### src/sv/nsag_pkg.sv
// Shared types and constants for the nearest stretch address generator.
`default_nettype none

package nsag_pkg;

  // Destination frame buffer row stride, in bytes.
  localparam logic [19:0] DST_ROW_BYTES = 20'd640;

  // 1.0 in 9.16 fixed point, at accumulator width.
  localparam logic [24:0] ONE_FIX = 25'h001_0000;

  // Configuration register map, word index (byte address / 4).
  typedef enum logic [2:0] {
    REG_SRC_X       = 3'd0,
    REG_SRC_Y       = 3'd1,
    REG_SRC_PITCH   = 3'd2,
    REG_DST_COLS    = 3'd3,
    REG_DST_HEIGHT  = 3'd4,
    REG_H_INCREMENT = 3'd5,
    REG_V_INCREMENT = 3'd6
  } reg_idx_t;

endpackage

`default_nettype wire

### src/sv/nearest_stretch_address_generator_core.sv
// Top level of the nearest stretch address generator: config registers and datapath.
`default_nettype none

// Address generator for a nearest-neighbor stretch blit of 16-bit pixels.
// Every accepted input beat produces exactly one result beat carrying the
// source byte offset to read, the destination byte offset to write, and
// row-end / frame-end marks. A beat with in_start_req high restarts the frame
// at its first pixel; after the last pixel of a frame the next beat starts a
// new frame on its own. Two 9.16 accumulators walk the source: h_increment
// and v_increment are the precomputed source/destination ratios, so no
// division happens here. Throughput is one beat per clock while out_stall is
// low; beats pass an input register, then the result register. The critical
// path is the per-pixel state update: a 9x13 multiply of the row advance by
// the pitch, then the offset adds, all combinational. Registers sit on the
// APB port at byte addresses 4*i (src_x, src_y, src_pitch, destination row
// width, dst_height, h_increment, v_increment); writes take effect immediately
// but must only be issued while the block is idle. A zero width or height acts
// as one. Source offsets wrap at 24 bits, destination offsets at 20 bits.
module nearest_stretch_address_generator_core
  import nsag_pkg::*;
(
  input  wire logic        clk,
  input  wire logic        rst_n,

  input  wire logic        in_valid,
  output logic             in_stall,
  input  wire logic        in_start_req,

  output logic             out_valid,
  input  wire logic        out_stall,
  output logic [23:0]      out_src_offset,
  output logic [19:0]      out_dst_offset,
  output logic             out_row_end,
  output logic             out_frame_end,

  input  wire logic        psel,
  input  wire logic        penable,
  input  wire logic        pwrite,
  input  wire logic [4:0]  paddr,
  input  wire logic [31:0] pwdata,
  output logic [31:0]      prdata,
  output logic             pready
);

  // ---------------------------------------------------------------------------
  // Configuration registers
  // ---------------------------------------------------------------------------
  logic [11:0] src_x_r;
  logic [11:0] src_y_r;
  logic [12:0] src_pitch_r;
  logic [8:0]  dst_cols_r;
  logic [9:0]  dst_height_r;
  logic [23:0] h_inc_r;
  logic [23:0] v_inc_r;

  logic     cfg_wr;
  reg_idx_t cfg_idx;

  assign pready  = 1'b1;
  assign cfg_wr  = psel && penable && pwrite;
  assign cfg_idx = reg_idx_t'(paddr[4:2]);

  always_ff @(posedge clk) begin
    if (!rst_n) begin
      src_x_r      <= 12'd0;
      src_y_r      <= 12'd0;
      src_pitch_r  <= 13'd640;
      dst_cols_r   <= 9'd320;
      dst_height_r <= 10'd240;
      h_inc_r      <= 24'h01_0000;
      v_inc_r      <= 24'h01_0000;
    end else if (cfg_wr) begin
      unique case (cfg_idx)
        REG_SRC_X:       src_x_r      <= pwdata[11:0];
        REG_SRC_Y:       src_y_r      <= pwdata[11:0];
        REG_SRC_PITCH:   src_pitch_r  <= pwdata[12:0];
        REG_DST_COLS:    dst_cols_r   <= pwdata[8:0];
        REG_DST_HEIGHT:  dst_height_r <= pwdata[9:0];
        REG_H_INCREMENT: h_inc_r      <= pwdata[23:0];
        REG_V_INCREMENT: v_inc_r      <= pwdata[23:0];
        default: ;  // unmapped word: drop the write
      endcase
    end
  end

  always_comb begin
    unique case (cfg_idx)
      REG_SRC_X:       prdata = {20'd0, src_x_r};
      REG_SRC_Y:       prdata = {20'd0, src_y_r};
      REG_SRC_PITCH:   prdata = {19'd0, src_pitch_r};
      REG_DST_COLS:    prdata = {23'd0, dst_cols_r};
      REG_DST_HEIGHT:  prdata = {22'd0, dst_height_r};
      REG_H_INCREMENT: prdata = {8'd0, h_inc_r};
      REG_V_INCREMENT: prdata = {8'd0, v_inc_r};
      default:         prdata = 32'd0;
    endcase
  end

  // Frame base product src_y * pitch, kept registered off the critical path.
  // Config must only change while idle (not enforced here), so it is settled
  // before the next beat reaches the datapath.
  logic [24:0] frame_prod;
  logic [23:0] frame_base_r;

  assign frame_prod = src_y_r * src_pitch_r;

  always_ff @(posedge clk) begin
    frame_base_r <= frame_prod[23:0];
  end

  // ---------------------------------------------------------------------------
  // Handshake: input register feeding the result register
  // ---------------------------------------------------------------------------
  logic s1_valid_r;
  logic s1_start_r;
  logic advance;
  logic step;

  // Result register can take a new beat when empty or being drained.
  assign advance  = !out_valid || !out_stall;
  assign in_stall = s1_valid_r && !advance;
  assign step     = s1_valid_r && advance;

  always_ff @(posedge clk) begin
    if (!rst_n) begin
      s1_valid_r <= 1'b0;
    end else if (!in_stall) begin
      s1_valid_r <= in_valid;
    end
  end

  always_ff @(posedge clk) begin
    if (!in_stall) begin
      s1_start_r <= in_start_req;
    end
  end

  // ---------------------------------------------------------------------------
  // Walk state
  // ---------------------------------------------------------------------------
  logic [24:0] col_acc_r,   col_acc_nxt;
  logic [24:0] row_acc_r,   row_acc_nxt;
  logic [23:0] row_base_r,  row_base_nxt;   // byte offset of row after selected row
  logic [23:0] col_idx_r,   col_idx_nxt;    // index of pixel after selected pixel
  logic [8:0]  col_cnt_r,   col_cnt_nxt;
  logic [9:0]  row_cnt_r,   row_cnt_nxt;
  logic [19:0] dst_base_r,  dst_base_nxt;   // row_cnt * DST_ROW_BYTES

  // Step values after an optional restart
  logic [24:0] ca0, ra0;
  logic [23:0] rb0, ci0;
  logic [8:0]  cc0;
  logic [9:0]  rc0;
  logic [19:0] db0;

  // Values after the start-of-row advance
  logic        row_start;
  logic [8:0]  row_k;
  logic [21:0] row_prod;
  logic [24:0] ca1, ra1;
  logic [23:0] rb1, ci1;

  // Column advance and outputs
  logic [8:0]  col_k;
  logic [23:0] ci2;
  logic [23:0] sel_row, sel_col;
  logic [23:0] src_off;
  logic [19:0] dst_off;
  logic [8:0]  width;
  logic [9:0]  height;
  logic        last_col, last_row;

  always_comb begin
    // Restart on request.
    if (s1_start_r) begin
      ca0 = ONE_FIX;
      ra0 = ONE_FIX;
      rb0 = frame_base_r;
      ci0 = 24'd0;
      cc0 = 9'd0;
      rc0 = 10'd0;
      db0 = 20'd0;
    end else begin
      ca0 = col_acc_r;
      ra0 = row_acc_r;
      rb0 = row_base_r;
      ci0 = col_idx_r;
      cc0 = col_cnt_r;
      rc0 = row_cnt_r;
      db0 = dst_base_r;
    end

    // First pixel of a row: advance the source row by the vertical integer part.
    row_start = (cc0 == 9'd0);
    row_k     = ra0[24:16];
    row_prod  = row_k * src_pitch_r;
    if (row_start) begin
      ra1 = {9'd0, ra0[15:0]};
      rb1 = rb0 + {2'd0, row_prod};
      ca1 = ONE_FIX;
      ci1 = 24'd0;
    end else begin
      ra1 = ra0;
      rb1 = rb0;
      ca1 = ca0;
      ci1 = ci0;
    end

    // Advance the source column by the horizontal integer part.
    col_k = ca1[24:16];
    ci2   = ci1 + {15'd0, col_k};

    sel_row = rb1 - {11'd0, src_pitch_r};
    sel_col = ci2 - 24'd1;
    src_off = sel_row + {11'd0, src_x_r, 1'b0} + {sel_col[22:0], 1'b0};
    dst_off = db0 + {10'd0, cc0, 1'b0};

    width    = (dst_cols_r == 9'd0) ? 9'd1 : dst_cols_r;
    height   = (dst_height_r == 10'd0) ? 10'd1 : dst_height_r;
    last_col = ({1'b0, cc0} + 10'd1) >= {1'b0, width};
    last_row = ({1'b0, rc0} + 11'd1) >= {1'b0, height};

    // Default: stay in the row.
    col_acc_nxt  = {9'd0, ca1[15:0]} + {1'b0, h_inc_r};
    row_acc_nxt  = ra1;
    row_base_nxt = rb1;
    col_idx_nxt  = ci2;
    col_cnt_nxt  = cc0 + 9'd1;
    row_cnt_nxt  = rc0;
    dst_base_nxt = db0;

    if (last_col && last_row) begin
      // Frame done: next beat starts a fresh frame on its own.
      col_acc_nxt  = ONE_FIX;
      row_acc_nxt  = ONE_FIX;
      row_base_nxt = frame_base_r;
      col_idx_nxt  = 24'd0;
      col_cnt_nxt  = 9'd0;
      row_cnt_nxt  = 10'd0;
      dst_base_nxt = 20'd0;
    end else if (last_col) begin
      col_cnt_nxt  = 9'd0;
      row_acc_nxt  = ra1 + {1'b0, v_inc_r};
      row_cnt_nxt  = rc0 + 10'd1;
      dst_base_nxt = db0 + DST_ROW_BYTES;
    end
  end

  always_ff @(posedge clk) begin
    if (!rst_n) begin
      col_acc_r  <= ONE_FIX;
      row_acc_r  <= ONE_FIX;
      row_base_r <= 24'd0;
      col_idx_r  <= 24'd0;
      col_cnt_r  <= 9'd0;
      row_cnt_r  <= 10'd0;
      dst_base_r <= 20'd0;
    end else if (step) begin
      col_acc_r  <= col_acc_nxt;
      row_acc_r  <= row_acc_nxt;
      row_base_r <= row_base_nxt;
      col_idx_r  <= col_idx_nxt;
      col_cnt_r  <= col_cnt_nxt;
      row_cnt_r  <= row_cnt_nxt;
      dst_base_r <= dst_base_nxt;
    end
  end

  // ---------------------------------------------------------------------------
  // Result register
  // ---------------------------------------------------------------------------
  logic        out_valid_r;
  logic [23:0] src_off_r;
  logic [19:0] dst_off_r;
  logic        row_end_r;
  logic        frame_end_r;

  always_ff @(posedge clk) begin
    if (!rst_n) begin
      out_valid_r <= 1'b0;
    end else if (advance) begin
      out_valid_r <= s1_valid_r;
    end
  end

  always_ff @(posedge clk) begin
    if (step) begin
      src_off_r   <= src_off;
      dst_off_r   <= dst_off;
      row_end_r   <= last_col;
      frame_end_r <= last_col && last_row;
    end
  end

  assign out_valid      = out_valid_r;
  assign out_src_offset = src_off_r;
  assign out_dst_offset = dst_off_r;
  assign out_row_end    = row_end_r;
  assign out_frame_end  = frame_end_r;

endmodule

`default_nettype wire

### config.mk
export PLATFORM = sky130hd
export DESIGN_NAME = nearest_stretch_address_generator_core
export DESIGN_NICKNAME = d
export VERILOG_FILES = /design/src/sv/nsag_pkg.sv /design/src/sv/nearest_stretch_address_generator_core.sv
export SDC_FILE = /design/constraint.sdc
export NUM_CORES = 2
export LEC_CHECK = 0
export BUFFER_PORTS_ARGS = -buffer_cell sky130_fd_sc_hd__buf_2
export CAP_MARGIN = 20
export CORE_ASPECT_RATIO = 0.75
export CORE_MARGIN = 3
export CORE_UTILIZATION = 55
export CTS_CLUSTER_DIAMETER = 60
export CTS_CLUSTER_SIZE = 10
export DETAILED_ROUTE_END_ITERATION = 12
export PLACE_DENSITY = 0.74
export SYNTH_ARGS = -nofsm -noshare
export SYNTH_HDL_FRONTEND = slang
export SYNTH_SLANG_ARGS = --single-unit
### constraint.sdc
create_clock -name clk -period 15.25 [get_ports clk]
set_input_delay 3.05 -clock clk [delete_from_list [all_inputs] [get_ports clk]]
set_output_delay 3.05 -clock clk [all_outputs]
set_load 0.02 [all_outputs]
Yosys cells after proc, flatten, opt, wreduce, memory -nomap -nowiden. Cells that the tools add are included. W data, S select, Z words.

$add $sub $neg: 14. $mul: 2. Div/mod/pow operators: 0. $lt $le $gt $ge: 2. Eq/ne operators: 6. Shift-type cells: 0. Multiplexer cells: 25. Bitwise logic cells: 0. Reductions and logical operators: 20.

Operators with widths (count): $mux W25 (7); $pmux W24 S7 (1); $mux W24 (6); $mux W20 (3); $mux W10 (4); $mux W9 (4); $add A16 B24 Y25 (1); $add A25 B24 Y25 (1); $add A24 B13 Y24 (1); $add A24 B22 Y24 (1); $add A24 B24 Y24 (1); $add A24 B9 Y24 (1); $mul A12 B13 Y24 (1); $sub A24 B13 Y24 (1); $sub A23 B1 Y23 const B (1); $mul A9 B13 Y22 (1); $add A20 B10 Y20 (1); $add A20 B10 Y20 const B (1); $logic_not A9 Y1 (2); $reduce_and A2 Y1 (7); $add A10 B1 Y11 const B (1); $ge A11 B10 Y1 (1); $add A10 B1 Y10 const B (1); $add A9 B1 Y10 const B (1); 10 further kinds (19).

Register bits after elaboration: 314. Bits in latches: 0. RAM bits: 0. Memory bits (read-only): 0. Bits of input ports: 45. Output and inout bits: 81. Word-level logic and storage cells: 91. Memories kept: 0.

Longest topological paths before layout.
Depth after elaboration: 7. Depth in mapped cells: 39. Mapped depth without buffers: 33.

Worst setup path before layout. Ideal clock, no wire load.

Kind: flip-flop to flip-flop. From: register s1_start_r. To: register src_off_r[23], in the netlist out_src_offset[23] (data pin). Setup time: 0.266 ns. Data arrival time: 9.191 ns. Data required time: 14.984 ns. Slack: 5.793 ns. Stages on the path, launching flop included: 40. Buffers on the path: 6. Period minus slack after synthesis: 9.457 ns. Cells stage by stage: edfxtp_1 clkbuf_1 buf_1 buf_1 clkbuf_1 clkbuf_1 or2_2 clkbuf_1 nand2_1 fa_1 inv_1 fa_1 inv_1 fa_1 inv_1 fa_1 inv_1 fa_1 [4 not listed] o21a_1 a211o_1 a221o_1 a21oi_1 xnor2_1 o21ai_0 ha_1 inv_1 ha_1 ha_1 a21o_1 a21oi_1 nand2_1 nor2_1 nor2_1 a41o_1 o41ai_1 xnor2_1.

Longest elaborated chain between the ends: 7. Elaborated cells between the ends (all ways): 16. Classes of those cells: add/sub: 6; mul: 1; mux: 8; reduce/logical: 1.

RTL lines: start: declaration (line nearest_stretch_address_generator_core.sv:115) `logic s1_start_r;`; start signal: assignment (line nearest_stretch_address_generator_core.sv:134) `s1_start_r <= in_start_req;`; $mux W25 (line nearest_stretch_address_generator_core.sv:175) `if (s1_start_r) begin`; $mul A9 B13 Y22 (line nearest_stretch_address_generator_core.sv:196) `row_prod = row_k * src_pitch_r;`; $add A24 B22 Y24 (line nearest_stretch_address_generator_core.sv:199) `rb1 = rb0 + {2'd0, row_prod};`; $mux W24 (line nearest_stretch_address_generator_core.sv:197) `if (row_start) begin`; $sub A24 B13 Y24 (line nearest_stretch_address_generator_core.sv:213) `sel_row = rb1 - {11'd0, src_pitch_r};`; $add A24 B13 Y24 (line nearest_stretch_address_generator_core.sv:215) `src_off = sel_row + {11'd0, src_x_r, 1'b0} + {sel_col[22:0], 1'b0};`; $add A24 B24 Y24 * (line nearest_stretch_address_generator_core.sv:215); named net src_off[23] (line nearest_stretch_address_generator_core.sv:167) `logic [23:0] src_off;`; end signal: assignment (line nearest_stretch_address_generator_core.sv:288) `src_off_r <= src_off;`; end: declaration (line nearest_stretch_address_generator_core.sv:273) `logic [23:0] src_off_r;`.

Mark *: on every way through the listed nets, which the timed path passes. The rest lies on a longest branch. A chain may end at the register's enable or synchronous reset.

Final worst setup path. Same ends and word-level chain as after synthesis.

==> flow_metrics.tcl <==
set metrics [dict create \
    synth.avg_cell_area_um2 8.265 \
    instances_no_fill 4195 \
    post_cts.repair.setup_buffers 0 \
    synth_warnings 0 \
    maxClockFrequency_mhz 105.9 \
    register_area_um2 6736 \
    die_area_um2 54980 \
    grt_first_pass_wirelength_um 126600 \
    synth.most_common_cell "sky130_fd_sc_hd__nand2_1" \
    cts-htree-levels 2 \
    synth.top_cells.by_count "sky130_fd_sc_hd__nand2_1 (493), sky130_fd_sc_hd__inv_1 (375), sky130_fd_sc_hd__dfxtp_1 (266), sky130_fd_sc_hd__a21oi_1 (245), sky130_fd_sc_hd__nor2_1 (244)" \
    critical_path_arrival_ps 9720 \
    drive_above_1_share_pct 7.396 \
    cts_tree "yes" \
    die_x_um 269.8 \
    ys_seq_elements 313 \
    finish.instance_area_um2 30850 \
    netlist.area_leader.share_pct 18.56 \
    post_cts_hold_buffer_count 0 \
    totalPowerFinal_mw 2.013 \
    maxSlewViolCount 0 \
    timing.critical_path.to_type "register" \
    yosys_most_used_dff "sky130_fd_sc_hd__dfxtp_1" \
    synth_cell_types 96 \
    whs_ps 443.4 \
    clk-insertion-delay-late_ps 550 \
    critPathBufInv 7 \
    report.final.setup_viol 0 \
    critPathKind "register to register" \
    final_hold_viol_count 0 \
    leakagePower_nw 13.74 \
    setup_slack_ps 5809 \
    n_fill_cell 4539 \
    synth_enable_flop_cells 47 \
    cp_max_fo 34 \
    floorplan.core_area_um2 50810 \
    synth_area_leaders "sky130_fd_sc_hd__dfxtp_1 (19%), sky130_fd_sc_hd__fa_1 (16%), sky130_fd_sc_hd__ha_1 (10%), sky130_fd_sc_hd__nand2_1 (6.4%), sky130_fd_sc_hd__edfxtp_1 (4.9%)" \
    grt_start_max_net_pins 85 \
    finalWorstPathRequiredPeriod_ps 9441 \
    syn-cell-area_um2 28700 \
    cts_inserted_buffers 38 \
    ant_nets 0 \
    floorplan.io_pins 126 \
    grt_overflow 0 \
    setup-tns-final_ps 0 \
    routed-via-count 24310 \
    synth_top_cell_by_area "sky130_fd_sc_hd__dfxtp_1" \
    clk_pin_slew_worst_paths_ps 60 \
    cts.sink_count 313 \
    gr-usage-all-layers_pct 28.76 \
    place.port_buffers 106 \
    final_min_period_over_clock_period_pct 61.91 \
    multiInputGateArea_um2 19860 \
    netSwitchingFraction_pct 27.73 \
    worst_setup_skew_after_layout_ps 18.51 \
    n_antenna_cell 0 \
    power.clock.fraction_pct 42.6 \
    detailed_place.area_um2 29740 \
    clockRootBuffer "sky130_fd_sc_hd__clkbuf_16" \
    via_count_of_the_first_global_routing_pass 22950 \
    grt_setup_unrepaired "false" \
    grt_antenna_before_repair 1 \
    synth_async_sr_flop_share_pct 0 \
    worstHoldPathType "register to register" \
    dp_worst_setup_slack_ps 5924 \
    cell_count_after_placement 4140 \
    cts.repair.resized 0 \
    die_height_um 203.8 \
    detail_route.vias_per_cell 5.795 \
    drc 0 \
    cellInternalPower_mw 1.455 \
    run_status "finished clean" \
    design.final.nets 4006 \
    switchingPower_mw 0.5582 \
    cts-root-to-sink-buffers 3 \
    dp_hpwl_um 58660 \
    avgRoutedWirePerCell_um 18.97 \
    fp-row-count 71 \
    vdd_drop_max_v 0.00008488 \
    crit_path_frequent_cell "sky130_fd_sc_hd__inv_1" \
    totalWireLength_um 79590 \
    max_slew.worst_pin.slew_ps 1098 \
    post_synth_inst_count 3472 \
    detail_route.first_pass.iterations 6 \
    critical_path_required_ps 15530 \
    drt_iter0_drc 2125 \
    finalWeightedCongestion 0.9617 \
    startpoint_type "register" \
    synth-seq-area-share_pct 23.47 \
    slew_headroom_pct 26.54 \
    share_comb_of_total_power_pct 13.9 \
    syn_to_final_growth_pct 7.517 \
    critPathTopFamily "adder cells" \
    final_util_pct 60.72 \
    powerDensity_nw_per_um2 65.23 \
    max_cap_viol_count 0 \
    max_stage_delay_ps 890 \
    pwr-share-seq_pct 43.5 \
    critical-path-slowest-cell "sky130_fd_sc_hd__nor2b_1" \
    start_util_pct 56.48 \
]
-- power groups by stage --
| stage | Combinational, mW | Clock [mW] | Sequential [mW] |
|---|---|---|---|
| 2_1_floorplan | 0.181 | 0 | 0.907 |
| 3_3_place_gp | 0.273 | 0 | 0.893 |
| 3_5_place_dp | 0.275 | 0 | 0.894 |
| 4_1_cts | 0.276 | 0.865 | 0.876 |
| 5_1_grt | 0.308 | 0.902 | 0.878 |
| 6_report | 0.280 | 0.857 | 0.876 |
-- final timing paths --
check	depth (start not counted)	slack [ps]	from	endpoint
max	33	5810	s1_start_r$_DFFE_PN_	out_src_offset[23]$_DFFE_PP_
min	2	440	col_idx_r[4]$_SDFFE_PN0P_	col_idx_r[4]$_SDFFE_PN0P_
max reg2reg	33	5810	s1_start_r$_DFFE_PN_	out_src_offset[23]$_DFFE_PP_
min reg2reg	2	440	col_idx_r[4]$_SDFFE_PN0P_	col_idx_r[4]$_SDFFE_PN0P_
-- flip-flops by register name (all words and copies together), names as in the netlist, 12 cells and up --
signal	flops
col_acc_r	25
row_acc_r	25
frame_base_r	24
h_inc_r	24
out_src_offset	24
row_base_r	24
v_inc_r	24
col_idx_r	23
dst_base_r	20
out_dst_offset	20
src_pitch_r	13
src_x_r	12
src_y_r	12
-- cell usage in the layout (no fill, tap or decap), types with 18 or more instances in the layout --
cell type / instances
sky130_fd_sc_hd__a21o_1: 41
sky130_fd_sc_hd__a21oi_1: 245
sky130_fd_sc_hd__a22oi_1: 42
sky130_fd_sc_hd__and2_1: 173
sky130_fd_sc_hd__and3_1: 21
sky130_fd_sc_hd__buf_2: 106
sky130_fd_sc_hd__buf_4: 43
sky130_fd_sc_hd__clkbuf_16: 39
sky130_fd_sc_hd__dfxtp_1: 266
sky130_fd_sc_hd__edfxtp_1: 47
sky130_fd_sc_hd__fa_1: 234
sky130_fd_sc_hd__ha_1: 239
sky130_fd_sc_hd__inv_1: 375
sky130_fd_sc_hd__mux2i_1: 63
sky130_fd_sc_hd__nand2_1: 491
sky130_fd_sc_hd__nand2b_1: 24
sky130_fd_sc_hd__nand3_1: 86
sky130_fd_sc_hd__nor2_1: 244
sky130_fd_sc_hd__nor2b_1: 64
sky130_fd_sc_hd__nor3_1: 57
sky130_fd_sc_hd__o211ai_1: 18
sky130_fd_sc_hd__o21a_1: 25
sky130_fd_sc_hd__o21ai_0: 116
sky130_fd_sc_hd__or3_1: 28
sky130_fd_sc_hd__xnor2_1: 90
sky130_fd_sc_hd__xor2_1: 54
-- routing by layer --
metal	track usage, %	vias to the layer above	share of wire (%)
met1	41.26	11630	45
met4	7.646	2	2.8
met2	41.67	1005	41
met3	9.389	134	12
met5	0	-	0.011
li1	-	11540	-
-- logic make-up (layout without fill, tap and decap cells) --
logic type / after synthesis / in the layout / share of synthesized area, %
and+or+nand+nor: 1271 / 1271 / 21.04
AOI/OAI and AO/OA: 633 / 633 / 13.82
buffers and inverters: 559 / 582 / 7.521
adders and majority gates: 473 / 473 / 26.74
DFF: 313 / 313 / 23.47
xor gates and xnor gates: 144 / 144 / 4.395
muxes: 77 / 77 / 2.982
other: 2 / 9 / 0.02617
-- area by class of cell --
class,instances,share of cell area [%]
multi-input combinational,2607,64.37
tap,693,2.810
clock inverter,5,0.2352
clock buffer,49,3.350
sequential,313,21.83
timing repair buffer,149,2.766
inverter,379,4.635
-- tightest hold or removal path: stages, from the launching register on --
cell and delay (ps):
sky130_fd_sc_hd__dfxtp_1 300, sky130_fd_sc_hd__nand2_1 50, sky130_fd_sc_hd__a21oi_1 50
Note: power is estimated with default switching activity, not from simulation.
